===== src/sv/twg_pkg.sv =====
// Shared types and constants for the test waveform generator.
// Holds the multiply-divide unit request/response structs and the sine table function.
// No dependencies.
`timescale 1ns / 1ps
`default_nettype none

package twg_pkg;

    localparam int MD_M_W = 40;
    localparam int MD_W   = 33;
    localparam int A_W    = 32;
    localparam int STEP_W = 6;

    localparam logic [2:0] MODE_CONST   = 3'd0;
    localparam logic [2:0] MODE_COUNTER = 3'd1;
    localparam logic [2:0] MODE_TOGGLE  = 3'd2;
    localparam logic [2:0] MODE_RANDOM  = 3'd3;
    localparam logic [2:0] MODE_SINE    = 3'd4;
    localparam logic [2:0] MODE_RAMP    = 3'd5;

    localparam logic [2:0] REG_MODE     = 3'd0;
    localparam logic [2:0] REG_MIN      = 3'd1;
    localparam logic [2:0] REG_MAX      = 3'd2;
    localparam logic [2:0] REG_STEP     = 3'd3;
    localparam logic [2:0] REG_PERIOD   = 3'd4;
    localparam logic [2:0] REG_INTERVAL = 3'd5;

    localparam logic [31:0] LFSR_SEED = 32'hACE1_ACE1;
    localparam logic [31:0] LFSR_TAPS = 32'h8020_0003;

    localparam logic [31:0] RST_MAX      = 32'd6553600;
    localparam logic [31:0] RST_STEP     = 32'd65536;
    localparam logic [31:0] RST_PERIOD   = 32'd1000;
    localparam logic [31:0] RST_INTERVAL = 32'd1000;

    localparam logic [17:0]     SINE_BIAS = 18'd65536;
    localparam logic [MD_W-1:0] SINE_DIV  = 33'd131072;
    localparam logic [MD_W-1:0] RAND_DIV  = 33'h1_0000_0000;

    localparam longint unsigned HALF_PI_Q30 = 64'd1686629713;

    typedef struct packed {
        logic              start;
        logic [MD_M_W-1:0] m;
        logic [A_W-1:0]    a;
        logic [MD_W-1:0]   d;
        logic [STEP_W-1:0] steps;
    } t_md_req;

    typedef struct packed {
        logic            done;
        logic [MD_W-1:0] quot;
        logic [MD_W-1:0] rem;
    } t_md_rsp;

    // sin(pi/2 * idx / 2^bits) in Q16, Q30 Taylor series to x^11
    function automatic logic [16:0] sine_q16(int unsigned idx, int unsigned bits);
        longint unsigned x;
        longint unsigned x2;
        longint unsigned term;
        longint          sum;
        longint unsigned r;
        x    = (HALF_PI_Q30 * longint'(idx)) >> bits;
        x2   = (x * x) >> 30;
        term = x;
        sum  = longint'(x);
        term = ((term * x2) >> 30) / 6;
        sum  = sum - longint'(term);
        term = ((term * x2) >> 30) / 20;
        sum  = sum + longint'(term);
        term = ((term * x2) >> 30) / 42;
        sum  = sum - longint'(term);
        term = ((term * x2) >> 30) / 72;
        sum  = sum + longint'(term);
        term = ((term * x2) >> 30) / 110;
        sum  = sum - longint'(term);
        if (sum < 0) begin
            sum = 0;
        end
        r = (longint'(sum) + 8192) >> 14;
        if (r > 65536) begin
            r = 65536;
        end
        return r[16:0];
    endfunction

endpackage

`default_nettype wire


===== src/sv/twg_muldiv.sv =====
// Bit-serial multiply-divide unit: quot = floor(M * A / D), rem = (M * A) mod D, M = top steps bits of m.
// One multiplier bit per cycle, MSB first, with up to two conditional subtracts.
// Depends on twg_pkg.
`timescale 1ns / 1ps
`default_nettype none

module twg_muldiv import twg_pkg::*; (
    input  wire logic    i_clk,
    input  wire logic    i_rst_n,
    input  wire t_md_req i_req,
    output t_md_rsp      o_rsp
);

    logic [MD_M_W-1:0] r_m;
    logic [A_W-1:0]    r_a;
    logic [MD_W-1:0]   r_d;
    logic [MD_W-1:0]   r_rem;
    logic [MD_W-1:0]   r_q;
    logic [STEP_W-1:0] r_cnt;
    logic              r_busy;
    logic              r_done;

    logic [MD_W:0]     addend;
    logic [MD_W:0]     acc;
    logic [MD_W+1:0]   diff1;
    logic [MD_W+1:0]   diff2;
    logic [MD_W-1:0]   n_rem;
    logic [1:0]        digit;
    logic [MD_W-1:0]   n_q;

    always_comb begin
        addend = r_m[MD_M_W-1] ? {{(MD_W+1-A_W){1'b0}}, r_a} : '0;
        acc    = {r_rem, 1'b0} + addend;
        diff1  = {1'b0, acc} - {2'b00, r_d};
        diff2  = {1'b0, acc} - {1'b0, r_d, 1'b0};
        if (!diff2[MD_W+1]) begin
            n_rem = diff2[MD_W-1:0];
            digit = 2'd2;
        end else if (!diff1[MD_W+1]) begin
            n_rem = diff1[MD_W-1:0];
            digit = 2'd1;
        end else begin
            n_rem = acc[MD_W-1:0];
            digit = 2'd0;
        end
        n_q = {r_q[MD_W-2:0], 1'b0} + {{(MD_W-2){1'b0}}, digit};
    end

    always_ff @(posedge i_clk) begin
        if (!i_rst_n) begin
            r_busy <= 1'b0;
            r_done <= 1'b0;
            r_cnt  <= '0;
        end else begin
            r_done <= 1'b0;
            if (i_req.start) begin
                r_busy <= 1'b1;
                r_cnt  <= i_req.steps;
            end else if (r_busy) begin
                r_cnt <= r_cnt - STEP_W'(1);
                if (r_cnt == STEP_W'(1)) begin
                    r_busy <= 1'b0;
                    r_done <= 1'b1;
                end
            end
        end
    end

    always_ff @(posedge i_clk) begin
        if (i_req.start) begin
            r_m   <= i_req.m;
            r_a   <= i_req.a;
            r_d   <= i_req.d;
            r_rem <= '0;
            r_q   <= '0;
        end else if (r_busy) begin
            r_m   <= {r_m[MD_M_W-2:0], 1'b0};
            r_rem <= n_rem;
            r_q   <= n_q;
        end
    end

    assign o_rsp.done = r_done;
    assign o_rsp.quot = r_q;
    assign o_rsp.rem  = r_rem;

endmodule

`default_nettype wire


===== config.mk =====
export PLATFORM = sky130hd
export DESIGN_NAME = twg_muldiv
export DESIGN_NICKNAME = d
export VERILOG_FILES = /design/src/sv/twg_pkg.sv /design/src/sv/twg_muldiv.sv
export SDC_FILE = /design/constraint.sdc
export NUM_CORES = 1
export LEC_CHECK = 0
export ABC_CLOCK_PERIOD_IN_PS = 10100
export BUFFER_PORTS_ARGS = -buffer_cell sky130_fd_sc_hd__buf_2
export CORE_ASPECT_RATIO = 1.5
export CORE_UTILIZATION = 39
export CTS_BUF_LIST = sky130_fd_sc_hd__clkbuf_4 sky130_fd_sc_hd__clkbuf_8
export DETAILED_ROUTE_END_ITERATION = 10
export PLACE_DENSITY = 0.61
export SLEW_MARGIN = 20
export SYNTH_ARGS = -nofsm -noshare
export SYNTH_HDL_FRONTEND = slang
export SYNTH_SLANG_ARGS = --single-unit

===== constraint.sdc =====
create_clock -name i_clk -period 10.1 [get_ports i_clk]
set_input_delay 1.515 -clock i_clk [delete_from_list [all_inputs] [get_ports i_clk]]
set_output_delay 1.515 -clock i_clk [all_outputs]
set_load 0.02 [all_outputs]

==> metrics.md, run 1 <==
| Metric | Value |
|---|---|
| DP HPWL | 28980 um |
| CP startpoint kind | flop |
| Row count | between 80 and 90 |
| Routed len/inst | 19.28 um |
| Yosys reg bits | 179 |
| Final min period | 8294 ps |
| Postcts setup bufs | 0 |
| First-pass DRT Iterations | 7 |
| Post-route ant nets | 0 |
| Area of the multi-input gates | roughly 0.0077 mm2 |
| Relative slew margins | 25.65% |
| Area contributors post-synth | edfxtp_1 25%, dfxtp_1 12%, ha_1 9.9%, a21oi_1 4.1%, mux2_2 3.4% |
| CTS tree | built |
| Routed WL | 38130 um |
| Setup_tns | 0 ps |
| Synth warnings | 0 |
| Post-synth top area cell | edfxtp_1 |
| Synth-to-layout area growth | 12.19% |
| All-Layer GR Usage | around 23% |
| I/O pin cnt | 181 |
| Vias post-DR | 11180 |
| Pins over their slew limit | 0 |
| Crit path kind | reg2reg |
| Top FF cell, synth | edfxtp_1 |
| Initial Utilization | 39.56% |
| Lkg Pwr | 6.113 nW |
| 1st-iter DRT viols | between 500 and 600 |
| Share of cells above drive strength 1 | between 10% and 20% |
| Netlist cell types | 87 |
| Sequential cell area | 0.004636 mm2 |
| PwrDens | between 200 and 300 mW/mm2 |
| Synth Instances | 1398 |
| Clock Tree Buf Depth | 2 |
| WP data required | between 10000 and 15000 ps |
| Seq/Total Area, Yosys | 36.01% |
| Vias per cell | 5.653 |
| First-pass GRT wire length | 58330 um |
| Clk slew on worst S/H paths | around 100 ps |
| Worst path most repeated cell | ha_1 |
| Top-area cell type share of the netlist area | 24.50% |
| CP delay by family, top | compound AO/OA/AOI/OAI gates |
| Worst-margin pin slew | 1106 ps |
| TritonCTS buffer count | 17 |
| MaxCap Viol Count | 0 |
| Overflow after GRT | 0 |
| Final #Nets | 1768 |
| Later-pin clock latency in the skew report | between 500 and 600 ps |
| Hold/Removal Path Class | reg2reg |
| Max incr delay on CP | roughly 760 ps |
| Die W | 150.3 um |
| Syn_nets | 1617 |
| Die Y | 224.5 um |
| Post-Syn Area | 0.01287 mm2 |
| Fill cells | between 3000 and 4000 |
| Status | complete, no violations |
| VDD IR max | 0.1128 mV |
| CTS root buf | clkbuf_8 |
| DRC Markers | 0 |
| Clock sinks | 179 |
| Max Fclk | approximately 120 MHz |
| Slowest cell on crit path | inv_1 |
| Syn Area/Cell | slightly above 9 um2 |
| H-Tree Depth | 4 |
| Crit-path max FO | 22 |
| Crit path DAT | about 8700 ps |
| Die area | approximately 0.034 mm2 |
| CP bufs+invs | 2 |
| Largest net degree at the start of global routing | 66 |
| Core ar. | about 0.033 mm2 |
| GPL Wtd Cong | roughly 0.90 |
| Setup violators final | 0 |
| RSZ-0062 raised after global routing | false |
| Cts repair resizes | 0 |
| Number of global-route vias before repair | about 11000 |
| Final hold violations | 0 |
| Initial antenna violation count | 2 |
| Final total power | ~4.1 mW |
| Hold-fix buffers, CTS | 0 |
| EDFF count, synth | 105 |
| Final Skew | between 20 and 25 ps |
| Final period util | 82.11% |
| Endpoint class of the critical path | flop |
| Port buffer count | 180 |
| Post-synthesis async set-or-reset flop share | 0% |
[worst register-to-register path, stage by stage, from the launching register on]
cell and delay, ps:
edfxtp_1 610, buf_8 250, and2_1 160, ha_1 210, fa_1 410, a21o_1 190, a221o_2 440, a2111oi_0 670
o31ai_1 270, a21oi_1 260, nand2b_1 100, xor2_1 190, ha_1 380, nand2_1 100, nor4_2 360, a21boi_0 220
a31oi_1 130, o21a_1 290, a21o_1 420, inv_1 760, ha_1 290, ha_1 170, and2_1 280, nand3_1 340
or3_1 420, a311oi_1 270
[stage by stage]
step	area [um2]	std cells	hold WS (ps)	utilization, %	setup WS (ps)
after floorplan	12870	1398	518.8	-	3720
after global placement	14090	1944	436.0	43.30	1909
after detailed placement	14090	1944	442.5	43.30	1661
after CTS	14420	1976	467.6	44.33	1611
after global routing	14440	1978	510.9	44.38	1241
final	14440	1978	458.4	44.38	1806
[final timing paths]
kind                        start                   end  slack, ps  depth (start not counted)
max             r_m[39]$_DFFE_PP_  r_q[31]$_SDFFE_PP0P_       1810                         25
min          r_q[32]$_SDFFE_PP0P_  r_q[32]$_SDFFE_PP0P_        460                          2
max reg2reg     r_m[39]$_DFFE_PP_  r_q[31]$_SDFFE_PP0P_       1810                         25
min reg2reg  r_q[32]$_SDFFE_PP0P_  r_q[32]$_SDFFE_PP0P_        460                          2
[sequential cells by signal (all words and copies together) (netlist names)]
signal and count:
r_d 33, r_cnt 6, r_busy 1, r_m 40
r_done 1, r_a 32, r_q 33, r_rem 33
[per-layer routing]
metal	vias up	global-route usage [%]	part of all wire [%]
met4	2	12.38	4.8
met1	5289	24.86	40
met3	97	3.428	3.9
met5	-	0	0.045
met2	306	41.30	52
li1	5487	-	-
[synth_stat cells (10+ instances only)]
| cell type | count |
|---|---|
| xnor2_1 | 50 |
| and3_1 | 16 |
| o21a_1 | 22 |
| a211oi_1 | 35 |
| ha_1 | 102 |
| nor3_1 | 23 |
| edfxtp_1 | 105 |
| mux2_2 | 39 |
| inv_1 | 68 |
| o31ai_1 | 10 |
| o21ai_0 | 70 |
| a31oi_1 | 11 |
| a22oi_1 | 11 |
| nand3_1 | 40 |
| nand2_1 | 109 |
| and4_1 | 10 |
| xor2_1 | 50 |
| a21o_1 | 31 |
| o211ai_1 | 16 |
| nor2b_1 | 14 |
| clkbuf_1 | 35 |
| buf_2 | 11 |
| nand4_1 | 17 |
| nand2b_1 | 12 |
| dfxtp_1 | 74 |
| nor2_1 | 106 |
| mux2i_1 | 16 |
| a311oi_1 | 10 |
| a21oi_1 | 105 |
| and2_1 | 41 |
[cells by family (layout without fill, tap and decap cells)]
group                      after synthesis  count (layout)  share of synthesized area, %
and+or+nand+nor                        429             429                         16.59
AOI/OAI and AO/OA                      405             405                         21.34
DFF                                    179             179                         36.01
buffers and inverters                  123             287                         3.986
adders and majority gates              105             105                         10.38
xor gates and xnor gates               100             100                         6.806
muxes                                   57              57                         4.881
other                                    0               1                             0
[report_power, final]
group,switching [mW],internal (mW),leakage [nW]
Combinational,1.62,1.00,4.30
Clock,0.287,0.174,0.166
Sequential,0.0900,0.881,1.65
[area by class of cell]
| cell class | instances | share of cell area, % |
|---|---|---|
| clock inverters | 13 | 0.5893 |
| multi-input cells | 1096 | 53.50 |
| repair buffers | 187 | 6.699 |
| diodes | 1 | 0.01733 |
| clock buffers | 19 | 1.725 |
| inverters | 68 | 1.768 |
| flip-flops and latches | 179 | 32.11 |
| well taps | 415 | 3.596 |
[cells in the final DEF, fill, tap and decap left out, drive strengths merged, types with 8 or more instances in the layout]
| cell type | count |
|---|---|
| o21a | 22 |
| nand4 | 17 |
| mux2i | 17 |
| o31ai | 10 |
| a21boi | 9 |
| and4 | 10 |
| mux2 | 40 |
| clkbuf | 19 |
| nand2b | 12 |
| nor3 | 23 |
| nand3 | 41 |
| or3 | 9 |
| o21ai | 72 |
| nand2 | 110 |
| ha | 102 |
| dfxtp | 74 |
| nor2 | 107 |
| and2 | 41 |
| a21o | 32 |
| and3 | 17 |
| a211oi | 36 |
| o211ai | 17 |
| nor2b | 14 |
| a31oi | 11 |
| a311oi | 11 |
| buf | 187 |
| xor2 | 50 |
| edfxtp | 105 |
| o21bai | 9 |
| a21oi | 107 |
| inv | 71 |
| or2 | 8 |
| xnor2 | 50 |
| a22oi | 11 |
Power figures use the tool's default switching activity.
==> run 2: changes to the inputs <==
ABC_CLOCK_PERIOD_IN_PS = 7000   (was 10100)
PLACE_DENSITY = 0.63   (was 0.61)
clock period = 7 ns   (was 10.1 ns; I/O delays follow)
==> metrics.md, run 2 (synthesized netlist as in run 1, its figures left out) <==
| Metric | Value |
|---|---|
| Worst-margin pin slew | 915.0 ps (-190.9 ps) |
| Final period util | 93.95% (+12 points) |
| Synth-to-layout area growth | 14.34% |
| Largest net degree at the start of global routing | 66 (unchanged) |
| Later-pin clock latency in the skew report | 520 ps (about the same) |
| Final hold violations | 0 (unchanged) |
| Area post-placement | 0.01427 mm2 (+1.3%) |
| Setup_tns | 0 ps (unchanged) |
| Final Skew | 14.26 ps (-8.830 ps) |
| Lkg Pwr | 6.270 nW (+2.6%) |
| Vias per cell | 5.623 (-0.52%) |
| Initial Utilization | 39.56% (unchanged) |
| Post-Route Utilization | 45.23% (+0.85 points) |
| Post-route ant nets | 0 (unchanged) |
| H-Tree Depth | 4 (unchanged) |
| Vias post-DR | 11270 (+0.79%) |
| Placement Setup Slack | 105.0 ps (-1556 ps) |
| Final total power | 6.006 mW (+48%) |
| Post-route cell area | 0.01471 mm2 (+1.9%) |
| I/O pin cnt | 181 (unchanged) |
| CTS tree | built |
| Crit path depth | 26 (+4.0%) |
| Hold/Removal Path Class | reg2reg |
| Hold Crit Start | r_q[32]$_SDFFE_PP0P_ |
| DP HPWL | 29630 um (+2.2%) |
| FF-to-FF End | r_q[31]$_SDFFE_PP0P_ |
| CP delay by family, top | compound AO/OA/AOI/OAI gates |
| Max incr delay on CP | 440 ps (-320 ps) |
| First-pass GRT wire length | 59200 um (+1.5%) |
| Max reg flops | 40 (unchanged) |
| CP startpoint kind | flop |
| All-Layer GR Usage | 23.09% (+0.38 points) |
| R2R cell count | 26 (+4.0%) |
| Routed len/inst | 19.17 um (-0.58%) |
| Die area | 0.03374 mm2 (unchanged) |
| Commonest cells after routing, fill and taps aside | 179 x buf_2, 109 x nand2_1, 105 x a21oi_1, 105 x nor2_1, 105 x edfxtp_1 |
| Share of cells above drive strength 1 | 19.72% (+1.5 points) |
| Endpoint class of the critical path | flop |
| Worst Setup SP | r_m[39]$_DFFE_PP_ |
| Routed WL | 38410 um (+0.73%) |
| Max Fclk | 152.1 MHz (+26%) |
| Crit-path max FO | 17 (-23%) |
| Placed cells | 1968 (+1.2%) |
| Worst path most repeated cell | ha_1 |
| Cell Count, Final, Fillers Out | 2004 (+1.3%) |
| Hold depth | 2 (unchanged) |
| Die W | 150.3 um (unchanged) |
| Die Y | 224.5 um (unchanged) |
| Slowest cell on crit path | edfxtp_1 |
| Overflow after GRT | 0 (unchanged) |
| Clock Tree Buf Depth | 2 (unchanged) |
| Number of global-route vias before repair | 11160 (+1.0%) |
| Row count | 81 (unchanged) |
| Worst R2R Setup Slack | 420 ps (-1380 ps) |
| Status | complete, no violations |
| Clk slew on worst S/H paths | 100 ps (about the same) |
| Initial antenna violation count | 1 (-1) |
| Setup ws final | 423.4 ps (-1383 ps) |
| Core ar. | 0.03253 mm2 (unchanged) |
| Worst r2r src | r_m[39]$_DFFE_PP_ |
| MaxCap Viol Count | 0 (unchanged) |
| DRC Markers | 0 (unchanged) |
| Crit path DAT | 7000 ps (-1710 ps) |
| Crit path kind | reg2reg |
| Relative slew margins | 38.44% (+13 points) |
| Pins over their slew limit | 0 (unchanged) |
| Hold WS | 464.4 ps (+5.921 ps) |
| Hold-fix buffers, CTS | 0 (unchanged) |
| Final min period | 6577 ps (-1717 ps) |
| Port buffer count | 180 (unchanged) |
| Most common cell after layout, fill and taps aside | buf_2 |
| Setup violators final | 0 (unchanged) |
| VDD IR max | 0.1633 mV (+45%) |
| Worst Hold End | r_q[32]$_SDFFE_PP0P_ |
| Final #Nets | 1793 (+1.4%) |
| Largest register by flop count | r_m |
| 1st-iter DRT viols | 549 (-2.1%) |
| GPL Wtd Cong | 0.9169 (+1.6%) |
| TritonCTS buffer count | 17 (unchanged) |
| PwrDens | 408.2 mW/mm2 (+45%) |
| CTS root buf | clkbuf_8 |
| CP bufs+invs | 3 (+1) |
| Clock sinks | 179 (unchanged) |
| WP data required | 7420 ps (-3100 ps) |
| First-pass DRT Iterations | 4 (-3) |
[run 2: cell count changes in the layout (fill, tap and decap cells not counted), sizes merged]
cell / previous run / this run
diode: 1 / 2
clkbuf: 19 / 17
clkinv: 7 / 2
bufinv: 0 / 1
inv: 71 / 76
buf: 187 / 212
clkinvlp: 3 / 4
[run 2: timing repair]
action | 4_1_cts | 5_1_grt
setup buffers | 0 | 2
gates resized for setup | 0 | 2
setup endpoints to repair | 0 | 15
[run 2: area by class of cell]
cell class / count / area (um2)
Inverter: 68 / 255.2
Sequential cell: 179 / 4636
Clock inverter: 15 / 167.7
Antenna cell: 2 / 5.005
Fill cell: 3178 / 17820
Timing Repair Buffer: 212 / 1160
Multi-Input combinational cell: 1096 / 7737
Tap cell: 415 / 519.2
Clock buffer: 17 / 234.0
[run 2: tightest hold or removal path, stage by stage, from the launching register on]
cell	delay [ps]
dfxtp_1	340
nand2_1	40
o21ai_0	60
[run 2: metal layers]
layer	routed length, um	track usage, %	vias to the layer above
met5	38	0.7576	-
met4	2043	14.30	2
met3	1646	3.570	91
met2	19710	41.33	303
met1	14970	25.04	5343
li1	-	-	5530
[run 2: worst max-delay path by stage]
stage,slack [ps],end
6_report,420,r_q[31]$_SDFFE_PP0P_
5_1_grt,-30,r_q[29]$_SDFFE_PP0P_
4_1_cts,60,r_q[31]$_SDFFE_PP0P_
3_5_place_dp,110,r_q[31]$_SDFFE_PP0P_
3_3_place_gp,350,r_q[27]$_SDFFE_PP0P_
2_1_floorplan,620,r_q[27]$_SDFFE_PP0P_
[run 2: power by group]
part           internal [mW]  total [mW]  leakage (nW)  switching, mW
clock                  0.297       0.746         0.190          0.449
combinational           1.51        3.86          4.43           2.35
sequential              1.27        1.40          1.65          0.125
==> run 3: changes to the inputs <==
CAP_MARGIN = 0   (was not set)
CORE_ASPECT_RATIO = not set   (was 1.5)
TNS_END_PERCENT = 20   (was not set)
==> metrics.md, run 3 (synthesized netlist as in run 1, its figures left out) <==
| Metric | Value |
|---|---|
| Status | complete, no violations |
| Initial Utilization | 39.55% (about the same) |
| MaxCap Viol Count | 0 (unchanged) |
| Post-Route Utilization | 44.93% (-0.30 points) |
| Max reg flops | 40 (unchanged) |
| Share of cells above drive strength 1 | 19.20% (-0.52 points) |
| Lkg Pwr | 6.201 nW (-1.1%) |
| Setup ws final | 483.8 ps (+60.39 ps) |
| Largest register by flop count | r_m |
| Later-pin clock latency in the skew report | 500 ps (-20 ps) |
| Hold-fix buffers, CTS | 0 (unchanged) |
| Overflow after GRT | 0 (unchanged) |
| Hold/Removal Path Class | reg2reg |
| Synth-to-layout area growth | 13.59% |
| Fill cells | 3243 (+2.0%) |
| Setup_tns | 0 ps (unchanged) |
| Worst path most repeated cell | ha_1 |
| Final period util | 93.09% (-0.86 points) |
| All-Layer GR Usage | 22.51% (-0.58 points) |
| Post-route cell area | 0.01462 mm2 (-0.65%) |
| Max Fclk | 153.5 MHz (+0.93%) |
| Relative slew margins | 30.67% (-7.8 points) |
| Clk slew on worst S/H paths | 110 ps (about the same) |
| Area post-placement | 0.01421 mm2 (-0.39%) |
| DRC Markers | 0 (unchanged) |
| Final min period | 6516 ps (-60.39 ps) |
| CP startpoint kind | flop |
| CTS root buf | clkbuf_8 |
| Vias post-DR | 11120 (-1.3%) |
| Clock Tree Buf Depth | 2 (unchanged) |
| Endpoint class of the critical path | flop |
| Final hold violations | 0 (unchanged) |
| RSZ-0062 raised after global routing | false |
| TritonCTS buffer count | 17 (unchanged) |
| Commonest cells after routing, fill and taps aside | 179 x buf_2, 109 x nand2_1, 105 x a21oi_1, 105 x nor2_1, 105 x edfxtp_1 |
| Number of global-route vias before repair | 10420 (-6.7%) |
| Largest net degree at the start of global routing | 85 (+29%) |
| Initial antenna violation count | 2 (+1) |
| Slowest cell on crit path | edfxtp_1 |
| First-pass GRT wire length | 58000 um (-2.0%) |
| Row count | 66 (-19%) |
| Crit path DAT | 6910 ps (-90 ps) |
| Critical-path cell list | buf_4 > and2_1 > fa_1 > a21o_1 > a221o_2 > a211o_1 > and3_2 > o21ai_0 > a22oi_1 > xor2_1 > ha_1 > a21oi_1 > o211ai_1 > a41o_1 > a22oi_1 > o21a_1 > a21o_1 > inv_1 > ha_1 > ha_1 > and2_2 > and4_1 > xnor2_1 > a211oi_1 |
| Core ar. | 0.03254 mm2 (about the same) |
| Cts repair resizes | 0 (unchanged) |
| DP HPWL | 28550 um (-3.6%) |
| Final total power | 5.961 mW (-0.75%) |
| WP data required | 7390 ps (-30 ps) |
| Placement Setup Slack | 239.6 ps (+134.5 ps) |
| PwrDens | 407.8 mW/mm2 (about the same) |
| Worst-margin pin slew | 1031 ps (+116.1 ps) |
| Routed len/inst | 18.85 um (-1.7%) |
| Clock sinks | 179 (unchanged) |
| Pins over their slew limit | 0 (unchanged) |
| GPL Wtd Cong | 0.8976 (-2.1%) |
| Max incr delay on CP | 550 ps (+110 ps) |
| CTS tree | built |
| Postcts setup bufs | 0 (unchanged) |
| VDD IR max | 0.1603 mV (-1.8%) |
| Most common cell after layout, fill and taps aside | buf_2 |
| Final Skew | 26.54 ps (+12.28 ps) |
| Setup violators final | 0 (unchanged) |
| Die W | 183.7 um (+22%) |
| Final #Nets | 1779 (-0.78%) |
| Vias per cell | 5.516 (-1.9%) |
| Crit-path max FO | 18 (+1) |
| Port buffer count | 180 (unchanged) |
| Routed WL | 37990 um (-1.1%) |
| Die area | 0.03373 mm2 (about the same) |
| Post-route ant nets | 0 (unchanged) |
| 1st-iter DRT viols | 683 (+24%) |
| First-pass DRT Iterations | 7 (+3) |
| Crit path kind | reg2reg |
| Die Y | 183.7 um (-18%) |
| H-Tree Depth | 4 (unchanged) |
| I/O pin cnt | 181 (unchanged) |
==> run 3: changes by cell type in the layout (fill, tap and decap cells not counted), moves of 2 or more <==
cell / delta
buf_4: -13
clkinv_4: +3
clkinvlp_4: -3
inv_6: -2
inv_8: +2
==> run 3: worst max-delay path: cells and delay by family, from the launching register on <==
kind | cells | cell delay [ps]
AO/OA/AOI/OAI | 12 | 2850
XOR/XNOR | 2 | 430
adder cells (fa/ha/maj) | 4 | 1220
buffers and inverters | 2 | 400
flip-flops | 1 | 550
AND/OR/NAND/NOR | 4 | 950
==> run 3: final timing paths <==
path              slack (ps)                  from                    to  depth (start not counted)
setup / recovery         480     r_m[39]$_DFFE_PP_   r_q[7]$_SDFFE_PP0P_                         24
hold / removal           470  r_q[32]$_SDFFE_PP0P_  r_q[32]$_SDFFE_PP0P_                          2
hold reg to reg          470  r_q[32]$_SDFFE_PP0P_  r_q[32]$_SDFFE_PP0P_                          2
setup reg to reg         480     r_m[39]$_DFFE_PP_   r_q[7]$_SDFFE_PP0P_                         24
==> run 3: layout make-up <==
cell class                 instances  area (um2)  area share, %
tap                              442       553.0          3.783
inverter                          68       255.2          1.746
antenna                            1       2.502        0.01712
clock buffer                      18       247.7          1.695
sequential                       179        4636          31.71
clock inverter                    14       135.1         0.9244
multi-input combinational       1096        7746          52.99
timing repair buffer             198        1042          7.130
==> run 3: report_power, final <==
group          internal [mW]  total, mW  switching [mW]
sequential              1.27       1.40           0.128
combinational           1.49       3.84            2.36
clock                  0.273      0.719           0.446
==> run 3: per-layer routing <==
layer	share of wire [%]	track usage (%)	vias up
met3	5.7	3.803	52
met2	46	36.12	339
met4	2.6	8.167	2
met1	46	30.32	5214
met5	0.034	0	-
li1	-	-	5514
==> run 3: per-stage QoR <==
| stage | std cells | hold slack [ps] |
|---|---|---|
| 2_1_floorplan | 1398 | 518.8 |
| 3_3_place_gp | 1983 | 438.8 |
| 3_5_place_dp | 1983 | 444.8 |
| 4_1_cts | 2015 | 470.9 |
| 5_1_grt | 2016 | 493.6 |
| 6_report | 2016 | 465.5 |
